## config.mk

```make
export PLATFORM = sky130hd
export DESIGN_NAME = throttle_filter_ramp_level_unit
export DESIGN_NICKNAME = d
export VERILOG_FILES = /design/src/hw/rtl/tfrl_pkg.sv /design/src/hw/rtl/tfrl_div.sv /design/src/hw/rtl/tfrl_dp.sv /design/src/hw/rtl/tfrl_ctrl.sv /design/src/hw/rtl/throttle_filter_ramp_level_unit.sv
export SDC_FILE = /design/constraint.sdc
export NUM_CORES = 1
export LEC_CHECK = 0
export ABC_AREA = 0
export BUFFER_PORTS_ARGS = -buffer_cell sky130_fd_sc_hd__buf_4
export CORE_ASPECT_RATIO = 1.4
export CORE_MARGIN = 1.5
export CORE_UTILIZATION = 60
export DETAILED_ROUTE_END_ITERATION = 10
export PLACE_DENSITY = 0.75
export SLEW_MARGIN = 20
export SYNTH_ARGS = -nofsm -noshare
export SYNTH_HDL_FRONTEND = slang
export SYNTH_HIERARCHICAL = 1
export SYNTH_SLANG_ARGS = --single-unit
```

## constraint.sdc

```tcl
create_clock -name clk -period 7.95 [get_ports clk]
set_input_delay 0.795 -clock clk [delete_from_list [all_inputs] [get_ports clk]]
set_output_delay 0.795 -clock clk [all_outputs]
set_load 0.005 [all_outputs]
```

## src/hw/rtl/tfrl_pkg.sv

```systemverilog
// Shared types and constants for the throttle filter / ramp level unit.
// Used by every module under hw/rtl; depends on nothing.
`timescale 1ns / 1ps

package tfrl_pkg;

	// Fixed widths of the register fields and the result level
	localparam int TH_W    = 12;	// assist_start / regen_start
	localparam int LVL_W   = 7;	// max_assist / max_regen, also quotient bits
	localparam int OUT_W   = 8;	// signed drive level
	localparam int BIT_W   = $clog2(LVL_W);
	localparam int CFG_IDX_W = 2;
	localparam int CFG_DATA_W = TH_W;

	// Default parameter values
	localparam int FILTER_SHIFT_DEF = 5;
	localparam int SAMPLE_BITS_DEF  = 12;
	localparam int HISTORY_BITS_DEF = 8;

	// Register reset values
	localparam logic [TH_W-1:0]  ASSIST_START_RST = 12'd2300;
	localparam logic [TH_W-1:0]  REGEN_START_RST  = 12'd1800;
	localparam logic [LVL_W-1:0] MAX_ASSIST_RST   = 7'd20;
	localparam logic [LVL_W-1:0] MAX_REGEN_RST    = 7'd30;

	// Register indexes
	localparam logic [CFG_IDX_W-1:0] CFG_ASSIST_START = 2'd0;
	localparam logic [CFG_IDX_W-1:0] CFG_REGEN_START  = 2'd1;
	localparam logic [CFG_IDX_W-1:0] CFG_MAX_ASSIST   = 2'd2;
	localparam logic [CFG_IDX_W-1:0] CFG_MAX_REGEN    = 2'd3;

	// Controller to datapath
	typedef struct packed {
		logic             load;	// accept word: update filter and history
		logic             mul_go;	// pick deadband side, multiply, load divider
		logic             div_step;	// one restoring division step
		logic [BIT_W-1:0] div_bit;	// quotient bit of this step
		logic             finish;	// update level, load output register
	} tfrl_cmd_t;

	// Datapath to controller
	typedef struct packed {
		logic out_busy;	// output register holds a word not taken this cycle
	} tfrl_sts_t;

endpackage

```

## src/hw/rtl/tfrl_div.sv

```systemverilog
// Restoring divider, one quotient bit per step, most significant bit first.
// Depends on tfrl_pkg for the quotient width.
`timescale 1ns / 1ps

module tfrl_div #(
	parameter int DEN_W = 13,
	parameter int NUM_W = 20
) (
	input  logic                        clk,
	input  logic                        load,
	input  logic [NUM_W-1:0]            dividend,
	input  logic [DEN_W-1:0]            divisor,
	input  logic                        step,
	input  logic [tfrl_pkg::BIT_W-1:0]  step_bit,
	output logic [tfrl_pkg::LVL_W-1:0]  quotient
);

	logic [NUM_W-1:0]           rem_q;
	logic [DEN_W-1:0]           den_q;
	logic [tfrl_pkg::LVL_W-1:0] quo_q;
	logic [NUM_W-1:0]           trial;

	// The caller guarantees dividend < divisor << LVL_W, so LVL_W steps suffice
	assign trial = NUM_W'(den_q) << step_bit;

	always_ff @(posedge clk) begin
		if (load) begin
			rem_q <= dividend;
			den_q <= divisor;
			quo_q <= '0;
		end else if (step) begin
			if (rem_q >= trial) begin
				rem_q           <= rem_q - trial;
				quo_q[step_bit] <= 1'b1;
			end
		end
	end

	assign quotient = quo_q;

endmodule

```

## src/hw/rtl/tfrl_dp.sv

```systemverilog
// Datapath: config registers, leaky filter, switch history, deadband target,
// ramped level and output register. Depends on tfrl_pkg and tfrl_div.
`timescale 1ns / 1ps

module tfrl_dp #(
	parameter int FILTER_SHIFT = tfrl_pkg::FILTER_SHIFT_DEF,
	parameter int SAMPLE_BITS  = tfrl_pkg::SAMPLE_BITS_DEF,
	parameter int HISTORY_BITS = tfrl_pkg::HISTORY_BITS_DEF
) (
	input  logic                             clk,
	input  logic                             arst_n,
	input  tfrl_pkg::tfrl_cmd_t              cmd,
	output tfrl_pkg::tfrl_sts_t              sts,
	input  logic                             cfg_we,
	input  logic [tfrl_pkg::CFG_IDX_W-1:0]   cfg_index,
	input  logic [tfrl_pkg::CFG_DATA_W-1:0]  cfg_data,
	input  logic [SAMPLE_BITS-1:0]           sample,
	input  logic                             switch_in,
	output logic                             out_valid,
	input  logic                             out_ready,
	output logic signed [tfrl_pkg::OUT_W-1:0] drive_level,
	output logic [SAMPLE_BITS-1:0]           filtered_sample
);

	localparam int ACC_W = SAMPLE_BITS + FILTER_SHIFT;
	localparam int VAL_W = ((SAMPLE_BITS > tfrl_pkg::TH_W) ? SAMPLE_BITS : tfrl_pkg::TH_W) + 1;
	localparam int NUM_W = VAL_W + tfrl_pkg::LVL_W;

	logic [tfrl_pkg::TH_W-1:0]  assist_start_q, regen_start_q;
	logic [tfrl_pkg::LVL_W-1:0] max_assist_q, max_regen_q;

	logic [ACC_W-1:0]        acc_q, acc_base, acc_next;
	logic                    primed_q;
	logic [HISTORY_BITS-1:0] hist_q;
	logic signed [tfrl_pkg::OUT_W-1:0] lvl_q, target;
	logic                    neg_q;
	logic                    out_valid_q;
	logic signed [tfrl_pkg::OUT_W-1:0] out_lvl_q;
	logic [SAMPLE_BITS-1:0]  out_filt_q;

	logic [SAMPLE_BITS-1:0]     filt;
	logic [VAL_W-1:0]           f_ext, as_ext, rs_ext, span, diff, den;
	logic [tfrl_pkg::LVL_W-1:0] scale, quo;
	logic                       is_regen, is_assist;
	logic [NUM_W-1:0]           product;

	// Config registers
	always_ff @(posedge clk or negedge arst_n) begin
		if (!arst_n) begin
			assist_start_q <= tfrl_pkg::ASSIST_START_RST;
			regen_start_q  <= tfrl_pkg::REGEN_START_RST;
			max_assist_q   <= tfrl_pkg::MAX_ASSIST_RST;
			max_regen_q    <= tfrl_pkg::MAX_REGEN_RST;
		end else if (cfg_we) begin
			unique case (cfg_index)
				tfrl_pkg::CFG_ASSIST_START: assist_start_q <= cfg_data;
				tfrl_pkg::CFG_REGEN_START:  regen_start_q  <= cfg_data;
				tfrl_pkg::CFG_MAX_ASSIST:   max_assist_q   <= cfg_data[tfrl_pkg::LVL_W-1:0];
				tfrl_pkg::CFG_MAX_REGEN:    max_regen_q    <= cfg_data[tfrl_pkg::LVL_W-1:0];
			endcase
		end
	end

	// Leaky integrator; the first word takes the bare sample as the previous accumulator value
	assign acc_base = primed_q ? acc_q : ACC_W'(sample);
	assign acc_next = acc_base - (acc_base >> FILTER_SHIFT) + ACC_W'(sample);
	assign filt     = acc_q[ACC_W-1:FILTER_SHIFT];

	always_ff @(posedge clk or negedge arst_n) begin
		if (!arst_n) begin
			acc_q    <= '0;
			primed_q <= 1'b0;
			hist_q   <= '0;
		end else if (cmd.load) begin
			acc_q    <= acc_next;
			primed_q <= 1'b1;
			hist_q   <= {hist_q[HISTORY_BITS-2:0], switch_in};
		end
	end

	// Deadband: regen wins when both sides apply; neither side gives a zero product
	assign f_ext     = VAL_W'(filt);
	assign as_ext    = VAL_W'(assist_start_q);
	assign rs_ext    = VAL_W'(regen_start_q);
	assign span      = (VAL_W'(1) << SAMPLE_BITS) - as_ext;
	assign is_regen  = f_ext < rs_ext;
	assign is_assist = f_ext > as_ext;

	always_comb begin
		if (is_regen) begin
			diff  = rs_ext - f_ext;
			scale = max_regen_q;
			den   = rs_ext;
		end else if (is_assist) begin
			diff  = f_ext - as_ext;
			scale = max_assist_q;
			den   = span;
		end else begin
			diff  = '0;
			scale = '0;
			den   = span;
		end
	end

	assign product = NUM_W'(diff) * NUM_W'(scale);

	always_ff @(posedge clk) begin
		if (cmd.mul_go) begin
			neg_q <= is_regen;
		end
	end

	tfrl_div #(
		.DEN_W(VAL_W),
		.NUM_W(NUM_W)
	) u_div (
		.clk      (clk),
		.load     (cmd.mul_go),
		.dividend (product),
		.divisor  (den),
		.step     (cmd.div_step),
		.step_bit (cmd.div_bit),
		.quotient (quo)
	);

	assign target = neg_q ? -$signed({1'b0, quo}) : $signed({1'b0, quo});

	// Ramped level: clear on all-ones history; on all-zeros clear for a zero target, else step toward it; else hold
	always_ff @(posedge clk or negedge arst_n) begin
		if (!arst_n) begin
			lvl_q <= '0;
		end else if (cmd.finish) begin
			if (&hist_q) begin
				lvl_q <= '0;
			end else if (hist_q == '0) begin
				if (target == '0) begin
					lvl_q <= '0;
				end else if (lvl_q < target) begin
					lvl_q <= lvl_q + 8'sd1;
				end else if (lvl_q > target) begin
					lvl_q <= lvl_q - 8'sd1;
				end
			end
		end
	end

	// Output register
	always_ff @(posedge clk or negedge arst_n) begin
		if (!arst_n) begin
			out_valid_q <= 1'b0;
		end else if (cmd.finish) begin
			out_valid_q <= 1'b1;
		end else if (out_ready) begin
			out_valid_q <= 1'b0;
		end
	end

	always_ff @(posedge clk) begin
		if (cmd.finish) begin
			out_filt_q <= filt;
			if (&hist_q) begin
				out_lvl_q <= '0;
			end else if (hist_q == '0) begin
				if (target == '0) begin
					out_lvl_q <= '0;
				end else if (lvl_q < target) begin
					out_lvl_q <= lvl_q + 8'sd1;
				end else if (lvl_q > target) begin
					out_lvl_q <= lvl_q - 8'sd1;
				end else begin
					out_lvl_q <= lvl_q;
				end
			end else begin
				out_lvl_q <= lvl_q;
			end
		end
	end

	assign sts.out_busy   = out_valid_q & ~out_ready;
	assign out_valid      = out_valid_q;
	assign drive_level    = out_lvl_q;
	assign filtered_sample = out_filt_q;

endmodule

```

## src/hw/rtl/tfrl_ctrl.sv

```systemverilog
// Controller: sequences accept, multiply, division steps and result load.
// Depends on tfrl_pkg for the command and status structs.
`timescale 1ns / 1ps

module tfrl_ctrl (
	input  logic                clk,
	input  logic                arst_n,
	input  logic                in_valid,
	input  logic                tick,
	output logic                in_ready,
	input  tfrl_pkg::tfrl_sts_t sts,
	output tfrl_pkg::tfrl_cmd_t cmd
);

	typedef enum logic [1:0] {
		ST_IDLE,
		ST_MUL,
		ST_DIV,
		ST_DONE
	} state_t;

	state_t                     state_q;
	logic [tfrl_pkg::BIT_W-1:0] bit_q;
	logic                       accept;

	assign in_ready = (state_q == ST_IDLE);
	assign accept   = in_valid & in_ready;

	always_ff @(posedge clk or negedge arst_n) begin
		if (!arst_n) begin
			state_q <= ST_IDLE;
			bit_q   <= '0;
		end else begin
			unique case (state_q)
				ST_IDLE: begin
					if (accept && tick) begin
						state_q <= ST_MUL;
					end
				end
				ST_MUL: begin
					state_q <= ST_DIV;
					bit_q   <= tfrl_pkg::BIT_W'(tfrl_pkg::LVL_W - 1);
				end
				ST_DIV: begin
					if (bit_q == '0) begin
						state_q <= ST_DONE;
					end else begin
						bit_q <= bit_q - tfrl_pkg::BIT_W'(1);
					end
				end
				ST_DONE: begin
					if (!sts.out_busy) begin
						state_q <= ST_IDLE;
					end
				end
			endcase
		end
	end

	always_comb begin
		cmd.load     = accept;
		cmd.mul_go   = (state_q == ST_MUL);
		cmd.div_step = (state_q == ST_DIV);
		cmd.div_bit  = bit_q;
		cmd.finish   = (state_q == ST_DONE) && !sts.out_busy;
	end

endmodule

```

## src/hw/rtl/throttle_filter_ramp_level_unit.sv

```systemverilog
// Top level of the throttle filter / ramp level unit.
// Depends on tfrl_pkg, tfrl_ctrl, tfrl_dp (and tfrl_div below it).
`timescale 1ns / 1ps

// Each input word carries a throttle sample, a raw switch bit and a tick flag.
// A word without tick is taken while the unit is idle and leaves it idle: it advances the leaky filter and
// the switch history and yields nothing. A tick word goes through these steps from
// acceptance until its result is loaded into the output register: accept it,
// multiply the deadband distance by the configured maximum, run seven
// restoring division steps (one quotient bit each, set by the 7-bit level
// range) and update the ramped level. The unit takes the next
// word as soon as the result is loaded, even if that result still waits on
// out_ready; a later tick word then waits in its final cycle until the
// output register is free. Configuration writes are accepted at any time
// (cfg_ready is always high) but belong in idle periods.

module throttle_filter_ramp_level_unit #(
	parameter int FILTER_SHIFT = tfrl_pkg::FILTER_SHIFT_DEF,
	parameter int SAMPLE_BITS  = tfrl_pkg::SAMPLE_BITS_DEF,
	parameter int HISTORY_BITS = tfrl_pkg::HISTORY_BITS_DEF
) (
	input  logic                              clk,
	input  logic                              arst_n,
	// input words
	input  logic                              in_valid,
	output logic                              in_ready,
	input  logic [SAMPLE_BITS-1:0]            sample,
	input  logic                              switch_in,
	input  logic                              tick,
	// result words
	output logic                              out_valid,
	input  logic                              out_ready,
	output logic signed [tfrl_pkg::OUT_W-1:0] drive_level,
	output logic [SAMPLE_BITS-1:0]            filtered_sample,
	// register writes
	input  logic                              cfg_valid,
	output logic                              cfg_ready,
	input  logic [tfrl_pkg::CFG_IDX_W-1:0]    cfg_index,
	input  logic [tfrl_pkg::CFG_DATA_W-1:0]   cfg_data
);

	tfrl_pkg::tfrl_cmd_t cmd;
	tfrl_pkg::tfrl_sts_t sts;

	// Registers never stall a write
	assign cfg_ready = 1'b1;

	tfrl_ctrl u_ctrl (
		.clk      (clk),
		.arst_n   (arst_n),
		.in_valid (in_valid),
		.tick     (tick),
		.in_ready (in_ready),
		.sts      (sts),
		.cmd      (cmd)
	);

	tfrl_dp #(
		.FILTER_SHIFT (FILTER_SHIFT),
		.SAMPLE_BITS  (SAMPLE_BITS),
		.HISTORY_BITS (HISTORY_BITS)
	) u_dp (
		.clk             (clk),
		.arst_n          (arst_n),
		.cmd             (cmd),
		.sts             (sts),
		.cfg_we          (cfg_valid & cfg_ready),
		.cfg_index       (cfg_index),
		.cfg_data        (cfg_data),
		.sample          (sample),
		.switch_in       (switch_in),
		.out_valid       (out_valid),
		.out_ready       (out_ready),
		.drive_level     (drive_level),
		.filtered_sample (filtered_sample)
	);

endmodule
```

==> impl_metrics.csv <==
group,metric,value,unit
placement,post_dp_cell_area,14500,µm²
synth,synthCells,1500,
global_routing,antenna_found_initial,0,
layout,final_nets,1737,
placement,io_buffer_count,54,
layout,drive_gt1_share,13.20,%
sta,slew_violations,0,
layout,diodes,0,
placement,placed_cells,1799,
synth,ys_warn_count,6,
synth,synth_xor_area_share,4.275,%
layout,layoutNonFillerInstCount,1831,
sta,layout_min_cycle_time,7592,ps
worst_setup_path,cp-end-kind,"register",
synth,ys_seq_elements,139,
global_routing,grt_pass1_vias,11300,
sta,skew,9.794,ps
worst_setup_path,startpoint_type,"register",
synth,synth_flop_cell,"dfrtp_1",
layout,final_area,15090,µm²
synth,yosys.area_share.simple,13.36,%
layout,fin_util,66.48,%
floorplanning,die-width,131.8,µm
synth,synth-edff-count,54,
synth,synth_top_family_by_area,"compound AO/OA/AOI/OAI gates",
floorplanning,ios,56,
synth,syn-num-nets,1720,
worst_setup_path,arrival,7820,ps
global_routing,grt_pass1_wl,56.65,mm
synth,synthAdderAreaFrac,20.51,%
routing,firstDrtPassIters,5,
sta,timing.fmax,131.7,MHz
sta,worst_pin_slew,1047,ps
global_routing,grt_max_degree,79,
synth,muxShareOfSynthArea,6.601,%
routing,viasPerCell,6.354,
sta,setup_viol,0,
global_routing,grt_usage,29.59,%
synth,synth_cell_types,97,
cts,hold_buffers,0,
cts,cts_buffers,17,
cts,cts.sinks,139,
min_path,hold_class,"in2async",
cts,cts_resized,0,
cts,post_cts_buffers,0,
floorplanning,start_util,61.40,%
cts,ctsLongestPathBuffers,2,
synth,synth-compound-area-share,21.36,%
routing,wirelength,35.40,mm
synth,ys_seq_area_share,26.81,%
floorplanning,core_area,22690,µm²
sta,slew_headroom,30.22,%
cts,root_buffer,"clkbuf_16",
worst_setup_path,worstPathMaxFanout,14,
routing,postRouteAntennaNets,0,
routing,via_count,11630,
placement,gp_congestion,0.9580,
sta,post-route-period-util,95.49,%
placement,post-dp-hpwl,27.24,mm
worst_setup_path,setup.worst_path.class,"reg2reg",
cts,cts.reportedPaths.clkPinSlew,60,ps
worst_setup_path,worstPathRequired,8180,ps
synth,syn-cell-area,13930,µm²
layout,syn_to_final_growth,8.290,%
cts,clk_latency,430,ps
routing,drtIter0Drc,903,
sta,hold_violations,0,
floorplanning,die_y,183.3,µm
routing,drt-wirelength-per-cell,19.33,µm
sta,rsz0062_at_grt,"no",
floorplanning,fp-row-count,65,
sta,setup_tns,0,ps
routing,drc,0,
global_routing,grt-ovfl-total,0,
layout,fillCellCount,1834,
run,maxCapViolCount,0,
floorplanning,dieArea,24150,µm²
synth,async_flop_share,56.12,%
cts,tritoncts,"yes",
cts,h-tree-depth,4,
synth,syn_avg_cell_area,9.287,µm²
outcome,outcome,"finished, final reports clean",
## path summary, 6_finish.rpt
kind	from	end	slack, ps	depth (start not counted)
max reg2reg	u_dp/acc_q[6]$_DFFE_PN0P_	u_dp/u_div/rem_q[13]$_DFFE_PP_	360	26
max	u_dp/acc_q[6]$_DFFE_PN0P_	u_dp/u_div/rem_q[13]$_DFFE_PP_	360	26
min in group clk	u_dp/u_div/quotient[4]$_SDFFE_PP0P_	u_dp/u_div/quotient[4]$_SDFFE_PP0P_	490	2
min reg2reg	u_dp/u_div/quotient[4]$_SDFFE_PP0P_	u_dp/u_div/quotient[4]$_SDFFE_PP0P_	490	2
min	arst_n	u_dp/acc_q[11]$_DFFE_PN0P_	390	1
max in group asynchronous	arst_n	u_dp/max_regen_q[5]$_DFFE_PN0P_	7030	1
## sequential cells by signal (all words and copies together), names as in the netlist, 7 cells and up
| name | flops |
|---|---|
| u_dp/acc_q | 17 |
| u_dp/lvl_q | 8 |
| u_dp/max_regen_q | 7 |
| u_dp/u_div/rem_q | 20 |
| u_dp/filtered_sample | 12 |
| u_dp/hist_q | 8 |
| u_dp/u_div/quotient | 7 |
| u_dp/max_assist_q | 7 |
| u_dp/u_div/den_q | 13 |
| u_dp/regen_start_q | 12 |
| u_dp/assist_start_q | 12 |
| u_dp/drive_level | 8 |
## cells in the final DEF (no fill, tap or decap), types with 10 or more instances in the layout
cell type and instances:
a211oi_1 19, fa_1 69, o21ai_0 71, a32oi_1 25
nor3_1 25, nor2b_1 15, buf_4 62, or3_1 13
ha_1 117, nand3_1 28, a22oi_1 12, xor2_1 26
a21o_1 25, mux2i_1 33, nor3b_1 10, nand4_1 15
dfstp_2 17, nor4_1 11, clkbuf_16 17, dfrtp_1 61
a22o_1 20, edfxtp_1 54, xnor2_1 42, nor2_1 95
nand2_1 102, mux2_2 43, a31oi_1 11, o21a_1 24
a32o_1 32, o31ai_1 12, inv_1 177, a21oi_1 76
## synth_stat cells (all sizes together) (6+ instances only)
library cell	number	share of area (%)
a211oi	19	1.0
a21boi	7	0.40
a21o	26	1.4
a21oi	77	2.8
a22o	20	1.3
a22oi	12	0.65
a31o	7	0.44
a31oi	11	0.49
a32o	32	2.3
a32oi	25	1.6
and3	9	0.42
buf	22	0.97
clkbuf	43	1.2
dfrtp	61	11
dfstp	17	3.2
dfxtp	7	1.0
edfxtp	54	12
fa	69	9.9
ha	118	11
inv	178	4.8
mux2	44	3.6
mux2i	33	2.4
nand2	102	2.7
nand2b	10	0.50
nand3	28	1.0
nand4	15	0.67
nor2	96	2.6
nor2b	16	0.72
nor3	29	1.3
nor3b	13	0.82
nor4	12	0.65
o211ai	7	0.41
o21a	25	1.3
o21ai	73	2.7
o21bai	9	0.48
o31a	9	0.57
o31ai	12	0.65
o41ai	6	0.38
or2	7	0.31
or3	13	0.58
xnor2	42	2.6
xor2	26	1.6
## layout make-up
class	count	area [µm²]	share of cell area, %
clock buffers	19	432.9	2.870
clock inverters	13	140.1	0.9289
inverters	179	674.4	4.470
multi-input cells	1116	9230	61.18
flip-flops and latches	139	3735	24.76
well taps	301	376.6	2.496
repair buffers	64	496.7	3.293
## layer usage
| metal | wire [µm] | vias up | global-route usage [%] | share of wire (%) |
|---|---|---|---|---|
| met2 | 17520 | 407 | 51.31 | 49 |
| met5 | 0 | - | 0 | 0 |
| met4 | 1890 | 0 | 17.07 | 5.3 |
| met1 | 14200 | 5647 | 35.15 | 40 |
| li1 | - | 5489 | - | - |
| met3 | 1786 | 91 | 4.312 | 5.0 |
## kinds of logic after synthesis
| logic type | count (synthesis) |
|---|---|
| multiplexers | 81 |
| XOR/XNOR | 68 |
| other | 1 |
| AND/OR/NAND/NOR | 368 |
| flip-flops | 139 |
| buffers and inverters | 245 |
| adder cells (fa/ha/maj) | 187 |
| AO/OA/AOI/OAI | 411 |
## through the flow
step / hold slack (ps) / setup slack, ps
4_1_cts: 493.2 / 427.1
3_5_place_dp: 478.2 / 439.6
6_report: 386.1 / 358.4
2_1_floorplan: 449.4 / 1109
3_3_place_gp: 466.1 / 597.0
5_1_grt: 438.4 / 35.00
## critical path, stage by stage, from the launching register on
cell,delay (ps)
dfrtp_1,470
inv_1,120
ha_1,300
nor2b_1,150
o31a_1,280
o41a_1,400
a21oi_2,170
o21a_2,340
inv_4,180
a2111oi_4,580
a32o_1,230
fa_1,440
fa_1,520
fa_1,550
inv_1,50
fa_1,520
inv_1,40
ha_1,230
or2_2,300
o311ai_0,320
buf_4,190
nand2_1,50
a21o_1,200
o31ai_1,240
xnor2_1,170
o22ai_1,100
a311oi_1,240
Power is not shown: default switching activity piles up to over one toggle a cycle in this logic, so the estimate is an artifact.
